`config.mk`:
```
export PLATFORM = sky130hd
export DESIGN_NAME = directory_block_entry_parser
export DESIGN_NICKNAME = d
export VERILOG_FILES = /design/src/design/dbep_pkg.sv /design/src/design/directory_block_entry_parser.sv
export SDC_FILE = /design/constraint.sdc
export NUM_CORES = 1
export LEC_CHECK = 0
export ABC_AREA = 1
export ABC_CLOCK_PERIOD_IN_PS = 20100
export BUFFER_PORTS_ARGS = -buffer_cell sky130_fd_sc_hd__buf_2
export CELL_PAD_IN_SITES_DETAIL_PLACEMENT = 1
export CELL_PAD_IN_SITES_GLOBAL_PLACEMENT = 2
export CORE_ASPECT_RATIO = 2
export CORE_MARGIN = 2
export CORE_UTILIZATION = 36
export CTS_CLUSTER_DIAMETER = 200
export DETAILED_ROUTE_END_ITERATION = 10
export GPL_ROUTABILITY_DRIVEN = 0
export HOLD_SLACK_MARGIN = 0.03
export PLACE_DENSITY_LB_ADDON = 0.1
export SLEW_MARGIN = 20
export SYNTH_ARGS = -nofsm -noshare
export SYNTH_HDL_FRONTEND = slang
export SYNTH_SLANG_ARGS = --single-unit
```
`constraint.sdc`:
```
create_clock -name clk -period 20.1 [get_ports clk]
set_clock_uncertainty 0.15 [all_clocks]
set_input_delay 2.01 -clock clk [delete_from_list [all_inputs] [get_ports clk]]
set_output_delay 2.01 -clock clk [all_outputs]
set_load 0.02 [all_outputs]
```
`src/design/dbep_pkg.sv`:
```
// Shared widths, result codes and byte constants for the directory block entry parser.
package dbep_pkg;

	localparam int OFS_W = 17;  // block offsets, up to 64 KiB inclusive
	localparam int RL_W  = 9;   // used record length, at most 272 bytes

	// offsets at or above this are past the block and ignored
	localparam logic [OFS_W-1:0] BLOCK_BYTES = 17'd4096;

	// register indexes on the config port
	localparam logic [1:0] CFG_ENTRIES_START     = 2'd0;
	localparam logic [1:0] CFG_ENTRIES_END       = 2'd1;
	localparam logic [1:0] CFG_FILE_TYPE_PRESENT = 2'd2;

	// result kinds
	localparam logic [1:0] KIND_ENTRY    = 2'd0;
	localparam logic [1:0] KIND_ERROR    = 2'd1;
	localparam logic [1:0] KIND_FINISHED = 2'd2;

	// error codes
	localparam logic [2:0] ERR_NONE        = 3'd0;
	localparam logic [2:0] ERR_SHORT_FREE  = 3'd1;
	localparam logic [2:0] ERR_FREE_LEN    = 3'd2;
	localparam logic [2:0] ERR_SHORT_ENTRY = 3'd3;
	localparam logic [2:0] ERR_OVERRUN     = 3'd4;

	localparam logic [15:0] TAG_UNUSED = 16'hFFFF;
	localparam logic [7:0]  DOT_CHAR   = 8'h2E;

endpackage

```
`src/design/directory_block_entry_parser.sv`:
```
// Directory block entry parser: walks records of a streamed directory block, reports entries, errors and finish.
// An accepted item is registered in the input register, then parsed; its result, if any,
//   goes to the output register. Throughput: one item per cycle unless result_stall holds
//   a result, set by the single parse stage between input register and result register.
// Reset (arst_n low) clears all parse state, loads entries_start 16, entries_end 4096,
//   file_type_present 0; items are ignored until one arrives flagged first_of_block.
module directory_block_entry_parser (
	input  logic                         clk,
	input  logic                         arst_n,
	// config write port
	input  logic                         cfg_write,
	input  logic [1:0]                   cfg_index,
	input  logic [dbep_pkg::OFS_W-1:0]   cfg_data,
	// byte channel
	input  logic                         byte_valid,
	output logic                         byte_stall,
	input  logic [7:0]                   data_byte,
	input  logic                         first_of_block,
	// result channel
	output logic                         result_valid,
	input  logic                         result_stall,
	output logic [1:0]                   kind,
	output logic [63:0]                  entry_inode,
	output logic [15:0]                  name_offset,
	output logic [7:0]                   name_length,
	output logic [2:0]                   error_code
);
	import dbep_pkg::*;

	// Parse phases:
	//   IDLE - no block yet, or halted
	//   SEEK - waiting for the byte offset to reach the record cursor
	//   HEAD - first two bytes of a record (tag or inode high bytes)
	//   FREE - length field of an unused record
	//   USED - inode bytes up to the name length byte
	//   NAME - name, file type, tag and padding of a used record
	typedef enum logic [2:0] {
		PH_IDLE,
		PH_SEEK,
		PH_HEAD,
		PH_FREE,
		PH_USED,
		PH_NAME
	} phase_t;

	localparam logic [1:0] CUR_OK    = 2'd0;
	localparam logic [1:0] CUR_FIN   = 2'd1;
	localparam logic [1:0] CUR_SHORT = 2'd2;

	// Check a new record cursor against the end of the record area.
	function automatic logic [1:0] cursor_eval(input logic [OFS_W-1:0] c,
	                                           input logic [OFS_W-1:0] e);
		logic [OFS_W-1:0] left;
		left = e - c;
		if (c >= e)
			return CUR_FIN;
		else if (left < 17'd4)
			return CUR_SHORT;
		else
			return CUR_OK;
	endfunction

	// config registers
	logic [OFS_W-1:0] entries_start_q;
	logic [OFS_W-1:0] entries_end_q;
	logic             ft_present_q;

	// input register
	logic       valid_s1;
	logic [7:0] byte_s1;
	logic       first_s1;

	// parse state
	logic [OFS_W-1:0] bo_q;      // byte offset in block
	logic [OFS_W-1:0] rs_q;      // record cursor
	logic [RL_W-1:0]  rl_q;      // padded length of current used record
	phase_t           ph_q;
	logic [63:0]      inode_q;
	logic [15:0]      tag_q;
	logic [7:0]       nsize_q;
	logic             dot_q;
	logic             halt_q;

	// next state
	logic [OFS_W-1:0] n_bo, n_rs;
	logic [RL_W-1:0]  n_rl;
	phase_t           n_ph;
	logic [63:0]      n_inode;
	logic [15:0]      n_tag;
	logic [7:0]       n_nsize;
	logic             n_dot;
	logic             n_halt;

	// candidate result
	logic        hit;
	logic [1:0]  r_kind;
	logic [63:0] r_inode;
	logic [15:0] r_off;
	logic [7:0]  r_len;
	logic [2:0]  r_err;

	// parse scratch
	logic             go;
	logic             done;
	logic [OFS_W-1:0] rel;
	logic [15:0]      tag_sh;
	logic [OFS_W:0]   space;
	logic             space_ok;
	logic [9:0]       sz_sum;
	logic [RL_W-1:0]  sz;
	logic [OFS_W-1:0] cval;
	logic [OFS_W-1:0] off_full;
	logic [1:0]       cchk;

	logic adv;
	logic fire;

	// the result register frees up when empty or being drained
	assign adv        = !result_valid || !result_stall;
	assign fire       = valid_s1 && adv;
	assign byte_stall = valid_s1 && !adv;

	//------------------------------------------------------------------
	// parse logic for the byte in the input register
	//------------------------------------------------------------------
	always_comb begin
		n_bo    = bo_q;
		n_rs    = rs_q;
		n_rl    = rl_q;
		n_ph    = ph_q;
		n_inode = inode_q;
		n_tag   = tag_q;
		n_nsize = nsize_q;
		n_dot   = dot_q;
		n_halt  = halt_q;

		hit     = 1'b0;
		r_kind  = KIND_ENTRY;
		r_inode = '0;
		r_off   = '0;
		r_len   = '0;
		r_err   = ERR_NONE;

		go       = 1'b0;
		done     = 1'b0;
		rel      = '0;
		tag_sh   = '0;
		space    = '0;
		space_ok = 1'b0;
		sz_sum   = '0;
		sz       = '0;
		cval     = '0;
		off_full = '0;
		cchk     = CUR_OK;

		// flagged byte restarts the block and places the cursor at entries_start
		if (first_s1) begin
			n_bo    = '0;
			n_rl    = '0;
			n_inode = '0;
			n_tag   = '0;
			n_nsize = '0;
			n_dot   = 1'b0;
			n_halt  = 1'b0;
			n_rs    = entries_start_q;
			cchk    = cursor_eval(entries_start_q, entries_end_q);
			if (cchk == CUR_FIN) begin
				n_halt = 1'b1;
				n_ph   = PH_IDLE;
				hit    = 1'b1;
				r_kind = KIND_FINISHED;
			end else if (cchk == CUR_SHORT) begin
				n_halt = 1'b1;
				n_ph   = PH_IDLE;
				hit    = 1'b1;
				r_kind = KIND_ERROR;
				r_err  = ERR_SHORT_FREE;
			end else begin
				n_ph = PH_SEEK;
			end
		end

		if (n_bo < BLOCK_BYTES) begin
			if (!n_halt && n_ph != PH_IDLE && !hit) begin
				go = 1'b1;
				if (n_ph == PH_SEEK) begin
					if (n_bo != n_rs)
						go = 1'b0;
					else
						n_ph = PH_HEAD;
				end
				if (go) begin
					rel      = n_bo - n_rs;
					tag_sh   = {n_tag[7:0], byte_s1};
					space    = {1'b0, entries_end_q} - {1'b0, n_rs};
					space_ok = !space[OFS_W];   // end not below cursor
					off_full = n_rs + 17'd9;
					if (rel < 17'd8)
						n_inode = {n_inode[55:0], byte_s1};

					case (n_ph)
						PH_HEAD: begin
							n_tag = tag_sh;
							if (rel == 17'd1) begin
								if (tag_sh == TAG_UNUSED) begin
									n_ph = PH_FREE;
								end else if (space_ok && space[OFS_W-1:0] < 17'd9) begin
									n_halt = 1'b1;
									n_ph   = PH_IDLE;
									hit    = 1'b1;
									r_kind = KIND_ERROR;
									r_err  = ERR_SHORT_ENTRY;
								end else begin
									n_ph = PH_USED;
								end
							end
						end
						PH_FREE: begin
							n_tag = tag_sh;
							if (rel == 17'd3) begin
								if (tag_sh < 16'd4) begin
									n_halt = 1'b1;
									n_ph   = PH_IDLE;
									hit    = 1'b1;
									r_kind = KIND_ERROR;
									r_err  = ERR_FREE_LEN;
								end else begin
									cval = n_rs + {1'b0, tag_sh};
									done = 1'b1;   // cursor move below
								end
							end
						end
						PH_USED: begin
							if (rel >= 17'd8) begin
								n_nsize = byte_s1;
								n_dot   = 1'b0;
								// 9 header + name + 2 tag + type byte, rounded up to 8
								sz_sum  = {2'b00, byte_s1} + 10'd18 + {9'd0, ft_present_q};
								sz      = {sz_sum[8:3], 3'b000};
								n_rl    = sz;
								if (space_ok && {8'd0, sz} > space[OFS_W-1:0]) begin
									n_halt = 1'b1;
									n_ph   = PH_IDLE;
									hit    = 1'b1;
									r_kind = KIND_ERROR;
									r_err  = ERR_OVERRUN;
								end else begin
									n_ph = PH_NAME;
									if (byte_s1 == 8'd0 || byte_s1 > 8'd2) begin
										hit     = 1'b1;
										r_kind  = KIND_ENTRY;
										r_inode = n_inode;
										r_off   = off_full[15:0];
										r_len   = byte_s1;
									end
								end
							end
						end
						PH_NAME: begin
							// one- and two-byte names are held back to filter '.' and '..'
							if (rel == 17'd9 && n_nsize == 8'd1) begin
								if (byte_s1 != DOT_CHAR) begin
									hit     = 1'b1;
									r_inode = n_inode;
									r_off   = off_full[15:0];
									r_len   = n_nsize;
								end
							end else if (rel == 17'd9 && n_nsize == 8'd2) begin
								n_dot = (byte_s1 == DOT_CHAR);
								if (rel + 17'd1 == {8'd0, n_rl}) begin
									cval = n_rs + {8'd0, n_rl};
									done = 1'b1;
								end
							end else if (rel == 17'd10 && n_nsize == 8'd2) begin
								if (!(n_dot && byte_s1 == DOT_CHAR)) begin
									hit     = 1'b1;
									r_inode = n_inode;
									r_off   = off_full[15:0];
									r_len   = n_nsize;
								end
							end else if (rel + 17'd1 == {8'd0, n_rl}) begin
								cval = n_rs + {8'd0, n_rl};
								done = 1'b1;
							end
						end
						default: ;
					endcase

					// next record cursor
					if (done) begin
						n_rs = cval;
						cchk = cursor_eval(cval, entries_end_q);
						if (cchk == CUR_FIN) begin
							n_halt = 1'b1;
							n_ph   = PH_IDLE;
							hit    = 1'b1;
							r_kind = KIND_FINISHED;
						end else if (cchk == CUR_SHORT) begin
							n_halt = 1'b1;
							n_ph   = PH_IDLE;
							hit    = 1'b1;
							r_kind = KIND_ERROR;
							r_err  = ERR_SHORT_FREE;
						end else begin
							n_ph = PH_SEEK;
						end
					end
				end
			end
			if (n_ph != PH_IDLE || n_halt)
				n_bo = n_bo + 17'd1;
		end
	end

	//------------------------------------------------------------------
	// config registers
	//------------------------------------------------------------------
	always_ff @(posedge clk or negedge arst_n) begin
		if (!arst_n) begin
			entries_start_q <= 17'd16;
			entries_end_q   <= 17'd4096;
			ft_present_q    <= 1'b0;
		end else if (cfg_write) begin
			unique case (cfg_index)
				CFG_ENTRIES_START:     entries_start_q <= cfg_data;
				CFG_ENTRIES_END:       entries_end_q   <= cfg_data;
				CFG_FILE_TYPE_PRESENT: ft_present_q    <= cfg_data[0];
				default: ;
			endcase
		end
	end

	//------------------------------------------------------------------
	// input register
	//------------------------------------------------------------------
	always_ff @(posedge clk or negedge arst_n) begin
		if (!arst_n) begin
			valid_s1 <= 1'b0;
			byte_s1  <= '0;
			first_s1 <= 1'b0;
		end else if (!byte_stall) begin
			valid_s1 <= byte_valid;
			byte_s1  <= data_byte;
			first_s1 <= first_of_block;
		end
	end

	//------------------------------------------------------------------
	// parse state: advances once per byte leaving the input register
	//------------------------------------------------------------------
	always_ff @(posedge clk or negedge arst_n) begin
		if (!arst_n) begin
			bo_q    <= '0;
			rs_q    <= '0;
			rl_q    <= '0;
			ph_q    <= PH_IDLE;
			inode_q <= '0;
			tag_q   <= '0;
			nsize_q <= '0;
			dot_q   <= 1'b0;
			halt_q  <= 1'b0;
		end else if (fire) begin
			bo_q    <= n_bo;
			rs_q    <= n_rs;
			rl_q    <= n_rl;
			ph_q    <= n_ph;
			inode_q <= n_inode;
			tag_q   <= n_tag;
			nsize_q <= n_nsize;
			dot_q   <= n_dot;
			halt_q  <= n_halt;
		end
	end

	//------------------------------------------------------------------
	// result register
	//------------------------------------------------------------------
	always_ff @(posedge clk or negedge arst_n) begin
		if (!arst_n) begin
			result_valid <= 1'b0;
		end else if (adv) begin
			result_valid <= fire && hit;
		end
	end

	always_ff @(posedge clk) begin
		if (fire && hit) begin
			kind         <= r_kind;
			entry_inode  <= r_inode;
			name_offset  <= r_off;
			name_length  <= r_len;
			error_code   <= r_err;
		end
	end

`ifndef SYNTHESIS
	// input only backs up behind a held result
	a_stall_cause: assert property (@(posedge clk) disable iff (!arst_n)
		byte_stall |-> (result_valid && result_stall))
		else $error("byte stall without a blocked result");

	// error code set exactly for error results
	a_err_code: assert property (@(posedge clk) disable iff (!arst_n)
		result_valid |-> ((kind == KIND_ERROR) == (error_code != ERR_NONE)))
		else $error("error code does not match result kind");

	// an error or finish result halts the parser
	a_halt_after: assert property (@(posedge clk) disable iff (!arst_n)
		(fire && hit && r_kind != KIND_ENTRY) |=> (halt_q && ph_q == PH_IDLE))
		else $error("parser not halted after error or finish");

	// a halted parser never sits in an active phase
	a_halt_idle: assert property (@(posedge clk) disable iff (!arst_n)
		halt_q |-> (ph_q == PH_IDLE))
		else $error("halted parser in active phase");
`endif

endmodule
```
==> impl_metrics.ini, run 1 <==
[clock_network]
cts_sinks = 267
numCtsBuffers = 29
path_clk_slew_ns = 0.06
clk_root_buffer_cell = clkbuf_16
cts_buffer_depth = 3
holdBufCountCts = 0
cts_htree_levels = 1
clk_latency_ns = 0.61
ctsResizeCount = 0
cts_tree = built
post-cts-setup-buffers = 0

[die]
fp.dieW_um = 171
rows = 122
die_area_um2 = 57800
core_area_um2 = 55300
die_height_um = 338
start_util_pct = 36.4
pin_count = 128

[layout]
n_fill_cell = 7142
multiInputGateArea_um2 = 11100
final_common_cell = nand2_1
regArea_um2 = 7150
drive_gt1_share_pct = 10.7
final_nets = 3090
most-common-layout-cells = 669 x nand2_1, 355 x nor2_1, 352 x inv_1
diodes = 0
syn_to_final_growth_pct = 11.5

[drt]
met3_length_mm = 2.35
drtPass1Iterations = 5
wl_met1_mm = 28.6
wl_per_cell_um = 22.9
top_layer = met4
antenna_left = 0
vias = 20500
drt_iter0_markers = 1010
via_per_inst = 5.50
routed_wl_mm = 85.4
met2WireLength_mm = 44.9
drc = 0

[grt]
grt.total_usage_pct = 29.5
grt_first_pass_wirelength_mm = 129
grt_antenna_before_repair = 0
grt.overflow.total = 0
grt_pass1_vias = 22100
grt_start_max_net_pins = 77

[power]
finalPower_w = 0.00286
cellPowerDensity_nw_per_um2 = 128
p_leak_nw = 10.7
ir_drop_uv = 71.6

[synthesis]
syn_area_per_cell_um2 = 6.98
ys_warn_count = 0
seq_area_frac_synth_pct = 35.6
ys_ff_latch = 267
netlist_area_um2 = 20100
syn-num-nets = 3008
synth-async-reset-ratio_pct = 65.2
synth.lib_cells_used.distinct = 62
synthCells = 2877
synth_edf_count = 93
dominantRegCellSynth = dfrtp_1

[critical_path]
crit_family = simple AND/OR/NAND/NOR gates
cp.depth = 39
crit_top_cell = nand2_1
crit_buf_inv = 7
ff2ff_path_depth = 39
startpoint_type = register
cp.required_ns = 20.17
cp-end-kind = register
cp.arrival_ns = 10.67
max_stage_delay_ns = 0.84
crit_slowest_cell = buf_4
cp_max_fo = 76
path_class = register to register

[sta]
finalMaxSlewViolations = 0
rsz0062_at_grt = false
finalHoldViolations = 0
period_share_pct = 52.7
fmax_mhz = 94.3
tns_ns = 0
finalSetupViolations = 0
fin_ws_ns = 9.50
fin_crit_ns = 10.60
slew_headroom_pct = 16.9
worst_pin_slew_ns = 1.24

[run]
drv_cap = 0

[place]
numPortBuffers = 127
preCtsSetupSlack_ns = 9.46
dp_hpwl_mm = 67.5

[outcome]
outcome = finished clean

[min_path]
hold_path_class = register to register
whs_path_depth = 2
-- final timing paths --
kind,startpoint,to,slack [ns]
min reg2reg,bo_q[16],bo_q[16],0.33
min,bo_q[16],bo_q[16],0.33
min in group asynchronous,arst_n,inode_q[19],1.23
max,first_s1,entry_inode[1],9.50
max reg2reg,first_s1,entry_inode[1],9.50
max in group asynchronous,arst_n,nsize_q[2],16.32
-- routing by layer --
metal	vias up	track usage, %
li1	9673	-
met1	10000	27.8
met2	499	55.0
met3	272	2.55
met4	0	26.9
met5	-	0
-- Yosys cell counts (3+ instances only) --
library cell	instances	area share, %
o21a_1	4	0.15
nor3b_1	4	0.15
buf_4	5	0.19
a21oi_1	195	4.9
nor2_1	357	6.7
a31oi_1	40	1.2
o21ai_1	26	0.65
buf_6	4	0.22
ha_1	94	5.9
nor4_1	12	0.37
a22oi_1	35	1.3
inv_1	352	6.6
nand4_1	45	1.4
nand3_1	202	5.0
inv_2	25	0.47
edfxtp_1	93	14
buf_1	9	0.17
nand3_2	18	0.90
xnor2_1	15	0.65
clkinv_1	4	0.075
buf_2	14	0.35
o31ai_1	3	0.11
and2_1	3	0.093
nor2_2	16	0.50
a21o_1	6	0.22
xor2_1	35	1.5
o21bai_1	11	0.41
a211oi_1	4	0.15
nor2_4	6	0.34
fa_1	4	0.40
o22ai_1	17	0.53
o21ai_0	177	4.4
nand3b_1	13	0.49
or2_2	5	0.16
a21oi_2	3	0.13
dfrtp_1	172	21
nor3_1	39	0.97
o211ai_1	12	0.45
nand2_2	32	1.0
clkbuf_1	63	1.2
nand2_4	7	0.39
nand2_1	669	12
-- stage by stage --
| step | cells | cell area (um2) | hold WS, ns | utilization, % |
|---|---|---|---|---|
| after floorplan | 2877 | 20100 | 0.286 | - |
| after global placement | 3671 | 21400 | 0.301 | 38.7 |
| after detailed placement | 3672 | 21400 | 0.315 | 38.7 |
| after CTS | 3725 | 22400 | 0.331 | 40.5 |
| after global routing | 3725 | 22400 | 0.353 | 40.5 |
| final | 3725 | 22400 | 0.325 | 40.5 |
-- cell type report --
class / instances / area share, %
clock buffers: 35 / 3.38
flip-flops and latches: 267 / 31.9
repair buffers: 147 / 3.55
inverters: 383 / 6.45
well taps: 744 / 4.15
clock inverters: 18 / 1.06
multi-input cells: 2131 / 49.5
-- sequential cells by signal, indices dropped and copies added (netlist names) --
name	cells
inode_q	64
rs_q	17
bo_q	17
first_s1	1
ph_q	3
kind	2
entry_inode	64
name_offset	16
tag_q	8
halt_q	1
result_valid	1
nsize_q	8
entries_end_q	17
name_length	8
byte_s1	8
dot_q	1
entries_start_q	17
rl_q	9
ft_present_q	1
valid_s1	1
error_code	3
-- cell families after synthesis --
kind of cell | after synthesis | share of synthesized area [%]
DFF | 267 | 35.6
xor gates and xnor gates | 50 | 2.18
buffers and inverters | 479 | 9.36
adders and majority gates | 98 | 6.25
and+or+nand+nor | 1438 | 31.5
AOI/OAI and AO/OA | 545 | 15.1
-- worst reg2reg max path: cells and delay by family, from the launching register on --
family / cells / cell delay, ns
AO/OA/AOI/OAI: 9 / 2.17
adder cells (fa/ha/maj): 3 / 1.08
buffers and inverters: 7 / 2.65
flip-flops: 1 / 0.34
AND/OR/NAND/NOR: 20 / 3.68
-- report_power, final --
part / internal, W / leakage (nW) / switching [W]
clock network: 0.000335 / 0.488 / 0.000255
logic: 0.000418 / 7.14 / 0.00105
registers: 0.000711 / 3.08 / 0.0000881
Note: power is estimated with default switching activity, not from simulation.
==> run 2, diff against run 1 <==
--- a/config.mk
+++ b/config.mk
@@ -6,7 +6,7 @@
 export NUM_CORES = 1
 export LEC_CHECK = 0
 export ABC_AREA = 1
-export ABC_CLOCK_PERIOD_IN_PS = 20100
+export ABC_CLOCK_PERIOD_IN_PS = 10030
 export BUFFER_PORTS_ARGS = -buffer_cell sky130_fd_sc_hd__buf_2
 export CELL_PAD_IN_SITES_DETAIL_PLACEMENT = 1
 export CELL_PAD_IN_SITES_GLOBAL_PLACEMENT = 2
==> constraint.sdc (replaced) <==
create_clock -name clk -period 10.03 [get_ports clk]
set_clock_uncertainty 0.15 [all_clocks]
set_input_delay 1.003 -clock clk [delete_from_list [all_inputs] [get_ports clk]]
set_output_delay 1.003 -clock clk [all_outputs]
set_load 0.02 [all_outputs]
==> run 2 against run 1 <==
Net effect: first-iteration DRC count fell by 3.0%; utilization rose by 0.17 points; non-clock buffer count rose by 10; critical path type unchanged; register-to-register slack got worse by 8.6 ns; die area did not move; clock power rose by 97%; critical path depth rose by 2; cell count rose by 0.30%; sequential power rose by 100%; critical endpoint is now entry_inode[0].
==> impl_metrics.ini, run 2 (same netlist as run 1, synthesis figures left out) <==
[clock_network]
cts_buffer_depth = 3
ctsResizeCount = 0
numCtsBuffers = 29
cts_tree = built
clk_root_buffer_cell = clkbuf_16
cts_htree_levels = 1
path_clk_slew_ns = 0.07
clk_latency_ns = 0.60
post-cts-setup-buffers = 0
holdBufCountCts = 0
cts_sinks = 267

[sta]
finalSetupViolations = 0
fin_crit_ns = 9.17
slew_headroom_pct = 27.0
hold_slack_ns = 0.228
finalMaxSlewViolations = 0
finalHoldViolations = 0
period_share_pct = 91.4
rsz0062_at_grt = false
tns_ns = 0
worst_pin_slew_ns = 1.10
fmax_mhz = 109

[layout]
instances_no_fill = 3736
largest_registers = entry_inode: 64 flops, inode_q: 64 flops
drive_gt1_share_pct = 11.1
final_common_cell = nand2_1
diodes = 0
fin_area_um2 = 22500
most-common-layout-cells = 669 x nand2_1, 355 x nor2_1, 352 x inv_1
syn_to_final_growth_pct = 12.0
final_nets = 3100
n_fill_cell = 7159

[grt]
grt.overflow.total = 0
grt_use_met1_pct = 28.2
grt_util_met3_pct = 2.67
grt_antenna_before_repair = 2
grt_start_max_net_pins = 95
grt.met2_usage_pct = 56.7
top_usage_layer = met2
grt.total_usage_pct = 29.7
grt_pass1_vias = 22100
grt_first_pass_wirelength_mm = 130

[drt]
antenna_left = 0
drt_iter0_markers = 980
via_per_inst = 5.47
vias = 20400
drtPass1Iterations = 5
routed_wl_mm = 85.7
wl_per_cell_um = 22.9
drc = 0

[die]
die_height_um = 338
pin_count = 128
start_util_pct = 36.4
rows = 122
fp.dieW_um = 171
core_area_um2 = 55300
die_area_um2 = 57800

[critical_path]
ff2ff_path_depth = 41
cp.required_ns = 10.16
cp_max_fo = 40
crit_start = first_s1
cp.arrival_ns = 9.29
max_stage_delay_ns = 0.69
cp-end-kind = register
r2r-start = first_s1
crit_path_end = entry_inode[0]
crit_slowest_cell = dfrtp_4
r2r_end = entry_inode[0]
rrSetupSlack_ns = 0.86
path_class = register to register
startpoint_type = register

[run]
drv_cap = 0

[place]
numPortBuffers = 127
dp_hpwl_mm = 67.9
place_inst = 3682
post_dp_cell_area_um2 = 21500

[power]
cellPowerDensity_nw_per_um2 = 254
ir_drop_uv = 134
p_leak_nw = 10.8

[outcome]
outcome = finished clean

[min_path]
hold_path_class = primary input to async pin
run 2: changes by cell type in the layout (fill, tap and decap cells not counted), sizes merged:
cell      before  now
buf          146  156
bufinv         5    4
clkbuf        36   41
clkinv        13    9
clkinvlp       0    1
run 2: report_power, final:
| group | leakage, nW | switching [W] | total, W | internal (W) |
|---|---|---|---|---|
| combinational | 7.20 | 0.00209 | 0.00294 | 0.000850 |
| clock | 0.474 | 0.000506 | 0.00116 | 0.000655 |
| sequential | 3.08 | 0.000185 | 0.00161 | 0.00142 |
| total | 10.8 | 0.00278 | 0.00571 | 0.00293 |
run 2: stage by stage:
stage               total power [W]  utilization, %  setup WS, ns
floorplan                   0.00359               -         0.393
global placement            0.00446            38.9          1.26
detailed placement          0.00456            38.9         0.934
CTS                         0.00574            40.7         0.909
global route                0.00613            40.7        0.0343
finish                      0.00571            40.7         0.862
run 2: worst min-delay path by stage:
| stage | to | cells after the start | slack, ns |
|---|---|---|---|
| final | inode_q[17] | 1 | 0.23 |
| after global routing | inode_q[17] | 1 | 0.24 |
| after CTS | inode_q[27] | 1 | 0.22 |
| after detailed placement | bo_q[16] | 2 | 0.30 |
| after global placement | bo_q[15] | 2 | 0.30 |
| after floorplan | bo_q[13] | 2 | 0.29 |
run 2: critical path, delay by kind of cell (launching register included):
kind,cells,cell delay (ns)
buffers and inverters,7,1.17
DFF,1,0.69
and+or+nand+nor,20,3.35
AOI/OAI and AO/OA,10,2.07
adders and majority gates,4,1.29
run 2: area by class of cell:
type	count	area, um2	share of cell area [%]
Multi-Input combinational cell	2131	11100	49.3
Sequential cell	267	7150	31.8
Inverter	383	1450	6.43
Tap cell	744	931	4.14
Timing Repair Buffer	157	895	3.98
Clock buffer	40	787	3.50
Clock inverter	14	189	0.840
run 2: metal layers:
layer	routed length, um	share of wire (%)	vias to the layer above
met5	0	0	-
met4	8210	9.6	0
met3	2580	3.0	254
met2	46200	54	497
met1	28700	34	9984
li1	-	-	9700
==> run 3, diff against run 2 <==
--- a/config.mk
+++ b/config.mk
@@ -6,18 +6,18 @@
 export NUM_CORES = 1
 export LEC_CHECK = 0
 export ABC_AREA = 1
-export ABC_CLOCK_PERIOD_IN_PS = 10030
+export ABC_CLOCK_PERIOD_IN_PS = 9700
 export BUFFER_PORTS_ARGS = -buffer_cell sky130_fd_sc_hd__buf_2
 export CELL_PAD_IN_SITES_DETAIL_PLACEMENT = 1
 export CELL_PAD_IN_SITES_GLOBAL_PLACEMENT = 2
 export CORE_ASPECT_RATIO = 2
-export CORE_MARGIN = 2
 export CORE_UTILIZATION = 36
 export CTS_CLUSTER_DIAMETER = 200
 export DETAILED_ROUTE_END_ITERATION = 10
 export GPL_ROUTABILITY_DRIVEN = 0
 export HOLD_SLACK_MARGIN = 0.03
 export PLACE_DENSITY_LB_ADDON = 0.1
+export RECOVER_POWER = 50
 export SLEW_MARGIN = 20
 export SYNTH_ARGS = -nofsm -noshare
 export SYNTH_HDL_FRONTEND = slang
==> constraint.sdc (replaced) <==
create_clock -name clk -period 9.7 [get_ports clk]
set_clock_uncertainty 0.15 [all_clocks]
set_input_delay 0.97 -clock clk [delete_from_list [all_inputs] [get_ports clk]]
set_output_delay 0.97 -clock clk [all_outputs]
set_load 0.02 [all_outputs]
==> run 3 against run 2 <==
Net effect: cell count about the same; critical path depth unchanged; non-clock buffer count down 3; critical endpoint is now name_offset[10]; die area down 1.8%; sequential share of layout area up 0.34 points; the run now ends with max-capacitance violations, max-slew violations left; first-iteration DRC count down 12%; cell area down 1.0%; maximum frequency up 6.1%; via count down 0.58%; largest cell class unchanged; global-route usage up 0.91 points; sequential power up 3%.
==> impl_metrics.ini, run 3 (same netlist as run 1, synthesis figures left out) <==
[clock_network]
cts_buffer_depth = 3
clk_latency_ns = 0.60
cts_htree_levels = 1
clk_root_buffer_cell = clkbuf_16
post-cts-setup-buffers = 0
path_clk_slew_ns = 0.06
cts_sinks = 267
numCtsBuffers = 29
cts_tree = built
holdBufCountCts = 0
ctsResizeCount = 0

[layout]
n_fill_cell = 7146
final_common_cell = nand2_1
multiInputGateArea_um2 = 11100
most-common-layout-cells = 669 x nand2_1, 355 x nor2_1, 352 x inv_1
final_nets = 3097
drive_gt1_share_pct = 7.59
largest_registers = entry_inode: 64 flops, inode_q: 64 flops
fin_area_um2 = 22300
regArea_um2 = 7150
fin_util_pct = 40.3
syn_to_final_growth_pct = 10.8

[grt]
grt.total_usage_pct = 30.6
grt_start_max_net_pins = 105
grt_antenna_before_repair = 6
grt_pass1_vias = 21700
grt_first_pass_wirelength_mm = 129
grt.overflow.total = 0

[outcome]
violations = max-capacitance violations, max-slew violations
outcome = finished, violations left

[min_path]
hold_path_class = register to register
min-delay-start = bo_q[14]

[die]
core_area_um2 = 55300
rows = 122
die_height_um = 336
pin_count = 128
die_area_um2 = 56800
fp.dieW_um = 169
start_util_pct = 36.4

[sta]
rsz0062_at_grt = false
fin_crit_ns = 8.64
fmax_mhz = 116
finalHoldViolations = 0
finalSetupViolations = 0
period_share_pct = 89.1
finalMaxSlewViolations = 209
worst_pin_slew_ns = 6.29
tns_ns = 0
slew_headroom_pct = -320

[drt]
antenna_left = 0
drt_iter0_markers = 860
via_per_inst = 5.44
vias = 20300
wl_per_cell_um = 23.1
routed_wl_mm = 86.4
drc = 0
drtPass1Iterations = 7

[critical_path]
crit_start = first_s1
startpoint_type = register
crit_slowest_cell = fa_1
r2r-start = first_s1
path_class = register to register
cp.arrival_ns = 8.71
cp-end-kind = register
cp.required_ns = 9.77
cp_max_fo = 46
max_stage_delay_ns = 0.62

[place]
dp_hpwl_mm = 68.7
numPortBuffers = 127
post_dp_cell_area_um2 = 21500

[power]
seq_power_share_pct = 28.4
intPower_w = 0.00295
power.net_switching_w = 0.00291
p_clk_share_pct = 19.1
cellPowerDensity_nw_per_um2 = 263
p_leak_nw = 10.4
switching_share_pct = 49.7
ir_drop_uv = 141
share_comb_of_total_power_pct = 52.5

[run]
drv_cap = 3
## run 3: cell types whose count changed in the layout (fill, tap and decap cells not counted), sizes merged
cell | previous run | this run
clkinv | 9 | 10
buf | 156 | 54
diode | 0 | 2
bufinv | 4 | 1
inv | 383 | 382
clkbuf | 41 | 143
## run 3: path summary, 6_finish.rpt
check	to	slack, ns	cells past startpoint
setup / recovery	name_offset[10]	1.06	41
hold / removal	bo_q[14]	0.33	2
setup reg to reg	name_offset[10]	1.06	41
hold reg to reg	bo_q[14]	0.33	2
max in group asynchronous	first_s1	2.10	2
min in group asynchronous	inode_q[12]	2.57	1
## run 3: layout make-up
cell class                      instances  share of cell area (%)
Inverter                              383                    6.50
Tap cell                              744                    4.18
Clock buffer                           43                    3.63
Sequential cell                       267                    32.1
Timing Repair Buffer                  154                    3.28
Multi-Input combinational cell       2131                    49.8
Clock inverter                         11                   0.433
Antenna cell                            2                  0.0225
## run 3: metal layers
layer  track usage (%)  vias to the layer above  share of wire (%)
li1                  -                     9701                  -
met1              28.1                     9867                 33
met2              58.6                      489                 53
met3              2.93                      258                2.9
met4              28.0                        2                 11
met5                 0                        -             0.0093
## run 3: per-stage QoR
step	std cells	total power (W)	hold slack, ns	setup WS [ns]
after global routing	3734	0.00626	0.367	0.281
final	3735	0.00586	0.326	1.06
after detailed placement	3679	0.00476	0.315	1.10
after floorplan	2877	0.00371	0.286	0.0627
after global placement	3679	0.00466	0.300	1.38
after CTS	3733	0.00590	0.330	1.09
## run 3: power by group through the flow
stage	clock network, W	logic, W	registers, W
floorplan	0	0.00203	0.00167
global placement	0	0.00299	0.00167
detailed placement	0	0.00308	0.00168
CTS	0.00114	0.00309	0.00166
global route	0.00117	0.00339	0.00169
finish	0.00112	0.00307	0.00166
## run 3: critical path: cells and delay by family, from the launching register on
family,cells,cell delay (ns)
adder cells (fa/ha/maj),4,1.23
AO/OA/AOI/OAI,10,2.08
buffers and inverters,7,1.13
flip-flops,1,0.56
AND/OR/NAND/NOR,20,3.04
